File: src/rtl/ecb_pkg.sv
// ----------------------------------------------------------------------------
// ecb_pkg
// Shared types and constants for the event counter bank.
// ----------------------------------------------------------------------------
package ecb_pkg;

    localparam int NUM_SLOTS_DEF  = 8;
    localparam int EVENT_BITS_DEF = 5;

    localparam int CMD_W   = 3;
    localparam int EV_W    = 5;
    localparam int DELTA_W = 32;
    localparam int CNT_W   = 64;
    localparam int SLOTS_W = 4;
    localparam int CODES_W = 40;

    localparam int APB_DW = 64;
    localparam int APB_AW = 4;

    typedef enum logic [CMD_W-1:0] {
        CMD_ACCUMULATE = 3'd0,
        CMD_READ       = 3'd1,
        CMD_START      = 3'd2,
        CMD_STOP       = 3'd3,
        CMD_CLEAR      = 3'd4
    } t_cmd_e;

    // register index is paddr[3] (8-byte spacing)
    localparam logic REG_SLOTS_IN_USE = 1'b0;
    localparam logic REG_EVENT_CODES  = 1'b1;

    typedef struct packed {
        logic                 fire;
        t_cmd_e               cmd;
        logic [EV_W-1:0]      ev;
        logic [DELTA_W-1:0]   delta;
    } t_op;

endpackage

File: src/rtl/ecb_slot_bank.sv
// ----------------------------------------------------------------------------
// ecb_slot_bank
// Counter and enable storage with the parallel event match; executes one
// command per fire.
// ----------------------------------------------------------------------------
module ecb_slot_bank import ecb_pkg::*; #(
    parameter int NUM_SLOTS  = NUM_SLOTS_DEF,
    parameter int EVENT_BITS = EVENT_BITS_DEF
) (
    input  logic               i_clk,
    input  logic               i_rst_n,
    input  logic [SLOTS_W-1:0] i_slots,
    input  logic [CODES_W-1:0] i_codes,
    input  t_op                i_op,
    output logic [CNT_W-1:0]   o_read_value
);

    localparam int EXT_W = NUM_SLOTS * EVENT_BITS + CODES_W;

    logic [CNT_W-1:0]     r_counts [NUM_SLOTS];
    logic [CNT_W-1:0]     n_counts [NUM_SLOTS];
    logic [NUM_SLOTS-1:0] r_enables;
    logic [NUM_SLOTS-1:0] n_enables;

    // slots past the packed register see code zero
    logic [EXT_W-1:0]      codes_ext;
    logic [EVENT_BITS-1:0] ev_ext;
    logic [NUM_SLOTS-1:0]  rd_match, acc_match, rd_hit, acc_hit;
    logic [CNT_W-1:0]      rd_value;

    assign codes_ext = {{(NUM_SLOTS * EVENT_BITS){1'b0}}, i_codes};
    assign ev_ext    = EVENT_BITS'(i_op.ev);

    for (genvar g = 0; g < NUM_SLOTS; g++) begin : g_match
        assign rd_match[g] = (SLOTS_W'(g) < i_slots) &&
                             (codes_ext[g*EVENT_BITS +: EVENT_BITS] == ev_ext);
    end

    assign acc_match = rd_match & r_enables;
    // isolate lowest set bit = first matching slot
    assign rd_hit    = rd_match & (~rd_match + NUM_SLOTS'(1));
    assign acc_hit   = acc_match & (~acc_match + NUM_SLOTS'(1));

    always_comb begin
        rd_value = '0;
        for (int i = 0; i < NUM_SLOTS; i++) begin
            rd_value = rd_value | (rd_hit[i] ? r_counts[i] : '0);
        end
    end

    assign o_read_value = (i_op.cmd == CMD_READ) ? rd_value : '0;

    always_comb begin
        n_counts  = r_counts;
        n_enables = r_enables;
        if (i_op.fire) begin
            case (i_op.cmd)
                CMD_ACCUMULATE: begin
                    for (int i = 0; i < NUM_SLOTS; i++) begin
                        if (acc_hit[i]) begin
                            n_counts[i] = r_counts[i] + CNT_W'(i_op.delta);
                        end
                    end
                end
                CMD_START: begin
                    n_enables = '1;
                end
                CMD_STOP: begin
                    n_enables = '0;
                end
                CMD_CLEAR: begin
                    for (int i = 0; i < NUM_SLOTS; i++) begin
                        n_counts[i] = '0;
                    end
                end
                default: begin
                end
            endcase
        end
    end

    always_ff @(posedge i_clk) begin
        if (!i_rst_n) begin
            for (int i = 0; i < NUM_SLOTS; i++) begin
                r_counts[i] <= '0;
            end
            r_enables <= '1;
        end else begin
            r_counts  <= n_counts;
            r_enables <= n_enables;
        end
    end

    a_stop_disables: assert property (@(posedge i_clk) disable iff (!i_rst_n)
        i_op.fire && i_op.cmd == CMD_STOP |=> r_enables == '0)
        else $error("enables not cleared after stop");

    a_start_enables: assert property (@(posedge i_clk) disable iff (!i_rst_n)
        i_op.fire && i_op.cmd == CMD_START |=> r_enables == '1)
        else $error("enables not set after start");

    a_acc_keeps_enables: assert property (@(posedge i_clk) disable iff (!i_rst_n)
        i_op.fire && i_op.cmd == CMD_ACCUMULATE |=> r_enables == $past(r_enables))
        else $error("accumulate changed enables");

    a_read_miss_zero: assert property (@(posedge i_clk) disable iff (!i_rst_n)
        i_op.cmd == CMD_READ && rd_match == '0 |-> o_read_value == '0)
        else $error("unmatched read returned nonzero");

endmodule
File: config.mk
export PLATFORM = sky130hd
export DESIGN_NAME = ecb_slot_bank
export DESIGN_NICKNAME = d
export VERILOG_FILES = /design/src/rtl/ecb_pkg.sv /design/src/rtl/ecb_slot_bank.sv
export SDC_FILE = /design/constraint.sdc
export NUM_CORES = 2
export LEC_CHECK = 0
export ABC_AREA = 0
export BUFFER_PORTS_ARGS = -buffer_cell sky130_fd_sc_hd__buf_4
export CAP_MARGIN = 40
export CORE_MARGIN = 8
export CORE_UTILIZATION = 49
export CTS_CLUSTER_DIAMETER = 100
export CTS_CLUSTER_SIZE = 12
export DETAILED_ROUTE_END_ITERATION = 8
export PLACE_DENSITY = 0.66
export SYNTH_ARGS = -nofsm -noshare
export SYNTH_HDL_FRONTEND = slang
export SYNTH_SLANG_ARGS = --single-unit
File: constraint.sdc
create_clock -name i_clk -period 9.3 [get_ports i_clk]
set_clock_uncertainty 0.2 [all_clocks]
set_input_delay 0.93 -clock i_clk [delete_from_list [all_inputs] [get_ports i_clk]]
set_output_delay 0.93 -clock i_clk [all_outputs]
set_load 0.01 [all_outputs]
**Word level (Yosys, flattened, before mapping)**

Index checks and enable logic that the tools add are counted.

- Logic and storage cells: 98
- Output and inout bits: 64
- Register bits after elaboration: 520
- Input port bits: 87

- Add/subtract/negate cells: 10
- Reduce and logical (&&, ||, !) cells: 20
- Magnitude comparators: 8
- Mux-type cells: 19
- Bitwise logic cells: 12
- Equal/unequal tests: 20

Operators by type and width:

| kind | number |
|---|---|
| 64-bit two-way mux | 17 |
| 512-bit case mux with 2 select lines | 1 |
| 64-bit by 32-bit adder with 64-bit output | 8 |
| 64-bit OR | 7 |
| 5-bit == test | 8 |
| 8-bit AND | 3 |
| 3-bit AND reduction | 8 |
| 8-bit by 1-bit adder with 8-bit output (second input constant) | 2 |
| 3-bit by 4-bit less-than comparator with 1-bit output (first input constant) | 4 |
| 2-bit != test (second input constant) | 8 |
| 8-bit NOT | 2 |
| 8-bit case mux with 2 select lines | 1 |
| 1-bit logical AND | 8 |
| 1-bit by 4-bit less-than comparator with 1-bit output (first input constant) | 2 |
| 2-bit by 4-bit less-than comparator with 1-bit output (first input constant) | 2 |
| 3-bit by 2-bit == test with 1-bit output (second input constant) | 2 |
| 2-bit nonzero test | 2 |
| 3-bit by 1-bit == test with 1-bit output (second input constant) | 1 |
| 3-bit == test (second input constant) | 1 |
| 3-bit zero test | 1 |
| 2-bit AND reduction | 1 |

**Longest topological paths before layout**

- Depth in word-level cells: 14
- Mapped depth: 15
- Gate-level depth less buffers: 12

**Least setup slack after synthesis**

OpenSTA, ideal clock, no wires.

- Path type: input to output
- Start: input port i_op[32] (netlist bit)
- End: output port o_read_value[33]
- Required time: 8.170 ns
- Stages on the path: 12
- Buffers on the path: 5
- Path slack: 4.661 ns
- Data arrival time: 3.509 ns
- Cell sequence: buf_4 -> xor2_1 -> nor3_1 -> and3_1 -> clkbuf_1 -> or4_1 -> buf_2 -> and4bb_2 -> clkbuf_1 -> buf_1 -> a22oi_1 -> a31oi_1

- Word-level cells in the longest chain between the ends: 14
- Elaborated cells between the ends (all ways): 35
- Classes of those cells: add/sub: 1; eq/ne: 8; mux: 9; bitwise: 9; reduce/logical: 8

Ends and longest elaborated chain:

| item | RTL line | source |
|---|---|---|
| start: declaration | ecb_slot_bank.sv:14 | `input t_op i_op,` |
| 5-bit == test | ecb_slot_bank.sv:36 | `(codes_ext[g*EVENT_BITS +: EVENT_BITS] == ev_ext);` |
| 1-bit logical AND | ecb_slot_bank.sv:35 | `assign rd_match[g] = (SLOTS_W'(g) < i_slots) &&` |
| 8-bit NOT | ecb_slot_bank.sv:41 | `assign rd_hit = rd_match & (~rd_match + NUM_SLOTS'(1));` |
| 8-bit by 1-bit adder with 8-bit output | ecb_slot_bank.sv:41 |  |
| 8-bit AND (*) | ecb_slot_bank.sv:41 |  |
| 64-bit two-way mux | ecb_slot_bank.sv:47 | `rd_value = rd_value \| (rd_hit[i] ? r_counts[i] : '0);` |
| 64-bit OR (6 in a row) | ecb_slot_bank.sv:47 |  |
| 64-bit OR (*) | ecb_slot_bank.sv:47 |  |
| 64-bit two-way mux (*) | ecb_slot_bank.sv:51 | `assign o_read_value = (i_op.cmd == CMD_READ) ? rd_value : '0;` |
| end: declaration | ecb_slot_bank.sv:15 | `output logic [CNT_W-1:0] o_read_value` |

Every way passes the cells marked *; elsewhere a longest branch is shown, timed or not.

**Worst setup path in the final report**

- Start: input port i_slots[3]
- End: output port o_read_value[29]

- Word-level cells in the longest chain between the ends: 14
- Elaborated cells between the ends (all ways): 35
- Classes of those cells: add/sub: 1; order compare: 8; mux: 9; bitwise: 9; reduce/logical: 8

Ends and longest elaborated chain:

| item | RTL line | source |
|---|---|---|
| start: declaration | ecb_slot_bank.sv:12 | `input logic [SLOTS_W-1:0] i_slots,` |
| 1-bit by 4-bit less-than comparator with 1-bit output | ecb_slot_bank.sv:35 |  |
| 1-bit logical AND | ecb_slot_bank.sv:35 |  |
| 8-bit NOT | ecb_slot_bank.sv:41 |  |
| 8-bit by 1-bit adder with 8-bit output | ecb_slot_bank.sv:41 |  |
| 8-bit AND (*) | ecb_slot_bank.sv:41 |  |
| 64-bit two-way mux | ecb_slot_bank.sv:47 |  |
| 64-bit OR (6 in a row) | ecb_slot_bank.sv:47 |  |
| 64-bit OR (*) | ecb_slot_bank.sv:47 |  |
| 64-bit two-way mux (*) | ecb_slot_bank.sv:51 |  |

Marked as above.

==> impl_metrics.ini <==
[synthesis]
synth_fp_nets = 5041
synth_ff_type = dfxtp_1
synth_edf_count = 0
yosysSeqAreaShare_pct = 28.0
yosysUniqueCellTypes = 84
synthCells = 4690
ys_top_cells_by_area = dfxtp_1, ha_1, xnor2_1
synth_top_area_cell = dfxtp_1
netlist_area_um2 = 36700
async_flop_share_pct = 0
synth_seq_cells = 513
syn-mean-instance-area_um2 = 7.83
yosysWarnings = 0
synth_top_area_share_pct = 28.0

[routing]
drt_iter0_drc = 3659
wl_per_cell_um = 21.0
route.detailed.drc = 0
num_vias = 35500
vias_per_cell = 6.28
firstDrtPassIters = 8
wl_um = 119000
ant_nets = 0

[critical_path]
crit_family = simple AND/OR/NAND/NOR gates
path_class = input port to primary output
critPathSlowestCell = and4bb_2
worstPathRequired_ns = 8.17
cpMostUsedCell = buf_4
path_cells = buf_4 -> nor4_1 -> nor3_1 -> and3_4 -> or4_1 -> and4bb_2 -> buf_4 -> a221oi_1 -> a31oi_1 -> buf_4
path_buf_inv = 3
cp-end-kind = primary output
max_stage_delay_ns = 0.90
cp.arrival_ns = 5.03
critPathLaunchType = input port
worstPathMaxFanout = 59

[timing]
min_period_over_period_pct = 66.3
relSlewSlack_pct = 37.3
hold_viol = 0
setup_violations = 0
fmax_mhz = 162
final_max_slew_viol_count = 0
rsz0062_at_grt = false
setup_tns_ns = 0
worst_slew_pin_slew_ns = 0.930
whs_ns = 0.276
period_needed_ns = 6.16

[floorplan]
start_util_pct = 49.4
die-area_um2 = 83900
rows = 100
die_h_um = 290
die_width_um = 290
core_um2 = 74300
ios = 151

[clocking]
clk_pin_slew_ns = 0.06
numCtsBuffers = 48
cts_tree = done
cts_setup_buffers = 0
clock_latency_ns = 0.62
cts_buffer_depth = 3
h-tree-depth = 2
cts_sinks = 513
cts.repair.resized = 0
root_buffer = clkbuf_16
ctsHoldBuffers = 0

[flow_run]
maxCapViolations = 0

[grt]
grt_antenna_before_repair = 3
grtUsageTotal_pct = 27.0
grt_max_degree = 95
grt_pass1_vias = 32000
grt_overflow = 0
grt_pass1_wl_um = 182000

[placement]
place.port_buffers = 150
dp_hpwl_um = 89700
globalplace.congestion = 0.949

[power_and_ir_drop]
power_switching_mw = 1.21
cellPowerDensity_nw_per_um2 = 113
seq_power_share_pct = 48.9
clkPwrFrac_pct = 40.6
vdd_drop_max_uv = 122
pwr-share-comb_pct = 10.5
p_leak_nw = 15.5
swShare_pct = 26.9
internal_power_mw = 3.30

[status]
status = finished clean

[final_layout]
final_util_pct = 53.8
fillers = 7159
ff_latch_area_um2 = 10300
multi_input_area_um2 = 25300
area_delta_synth_final_pct = 8.86
drive_gt1_share_pct = 6.90
layout.nets = 5029

[worst_hold_path]
min_path_type = flop to flop
[final timing paths]
check	cells after the start	slack, ns	to	startpoint
setup reg to reg	11	5.02	r_counts[191]	r_counts[129]
hold / removal	2	0.28	r_counts[447]	r_counts[447]
setup / recovery	10	3.14	o_read_value[29]	i_slots[3]
hold reg to reg	2	0.28	r_counts[447]	r_counts[447]
[worst register-to-register path, cell delays in order, from the launching register on]
cell and delay (ns):
dfxtp_1 0.35, ha_1 0.29, a21o_1 0.10, a21oi_1 0.14
o21ai_0 0.24, a21oi_1 0.21, a211oi_1 0.63, o31ai_1 0.27
o21ai_1 0.42, nand4_1 0.57, or4_1 0.65, a21oi_1 0.14
[Yosys cell counts (64+ instances only)]
| cell type | n |
|---|---|
| dfxtp_1 | 513 |
| nor2_1 | 471 |
| nand2_1 | 434 |
| a21oi_1 | 312 |
| o21ai_0 | 293 |
| xnor2_1 | 274 |
| ha_1 | 256 |
| clkbuf_1 | 241 |
| a22oi_1 | 204 |
| xor2_1 | 165 |
| a21o_1 | 164 |
| nand3_1 | 147 |
| a31oi_1 | 111 |
| nor2b_1 | 95 |
| nand4_1 | 76 |
| and3_1 | 73 |
| inv_1 | 73 |
| a222oi_1 | 64 |
[flip-flops by register name, summed over array words and instances, names as in the netlist]
register   count
r_counts     512
r_enables      1
[stage by stage]
step / power (mW) / worst slack (ns) / instances / instance area (um^2)
floorplan: 2.56 / 4.66 / 4690 / 36700
CTS: 4.54 / 3.25 / 5648 / 40000
detailed placement: 2.72 / 3.24 / 5596 / 38700
global placement: 2.71 / 3.28 / 5582 / 38500
global route: 4.65 / 2.96 / 5652 / 40000
finish: 4.51 / 3.14 / 5652 / 40000
[cell type report]
class / count / share of cell area [%]
Antenna cell: 3 / 0.0188
Clock buffer: 49 / 3.07
Clock inverter: 3 / 0.113
Inverter: 74 / 0.695
Multi-Input combinational cell: 3833 / 63.2
Sequential cell: 513 / 25.7
Tap cell: 969 / 3.03
Timing Repair Buffer: 208 / 4.19
[placed cells by master, fill, tap and decap left out, types with 21 or more instances in the layout]
cell type	synthesis	final
nor3_1	63	61
a21oi_1	312	307
a21boi_0	21	21
xnor2_1	274	274
nor4_1	52	52
o21ai_0	293	292
o31ai_1	37	37
and2_1	37	37
inv_1	73	73
a22oi_1	204	204
o21a_1	32	32
and3_1	73	72
nor2_1	471	470
nand3_1	147	147
nand2_1	434	433
dfxtp_1	513	513
o21bai_1	34	34
a31oi_1	111	109
a211oi_1	26	26
or3_1	49	49
nand4_1	76	76
a221oi_1	58	57
or4_1	24	24
nand2b_1	31	31
nor2b_1	95	94
ha_1	256	256
a222oi_1	64	64
clkbuf_16	0	49
xor2_1	165	165
buf_4	4	196
a21o_1	164	164
[cell families after synthesis]
kind of cell	count (synthesis)	synth area share (%)
AND/OR/NAND/NOR	1625	21.4
AO/OA/AOI/OAI	1503	27.4
flip-flops	513	28.0
XOR/XNOR	439	10.5
buffers and inverters	344	3.60
adder cells (fa/ha/maj)	264	9.16
multiplexers	2	0.0545
[power by group through the flow]
stage                     sequential (mW)  combinational (mW)  clock [mW]
final                                2.21               0.472        1.83
after global routing                 2.21               0.513        1.93
after CTS                            2.21               0.464        1.87
after global placement               2.26               0.453           0
after floorplan                      2.25               0.307           0
after detailed placement             2.26               0.463           0
[metal layers]
metal	track usage, %	share of wire, %
met5	0	0
met3	4.01	9.6
met4	6.52	2.3
met1	40.8	47
met2	39.8	42
Note: power is estimated with default switching activity, not from simulation.
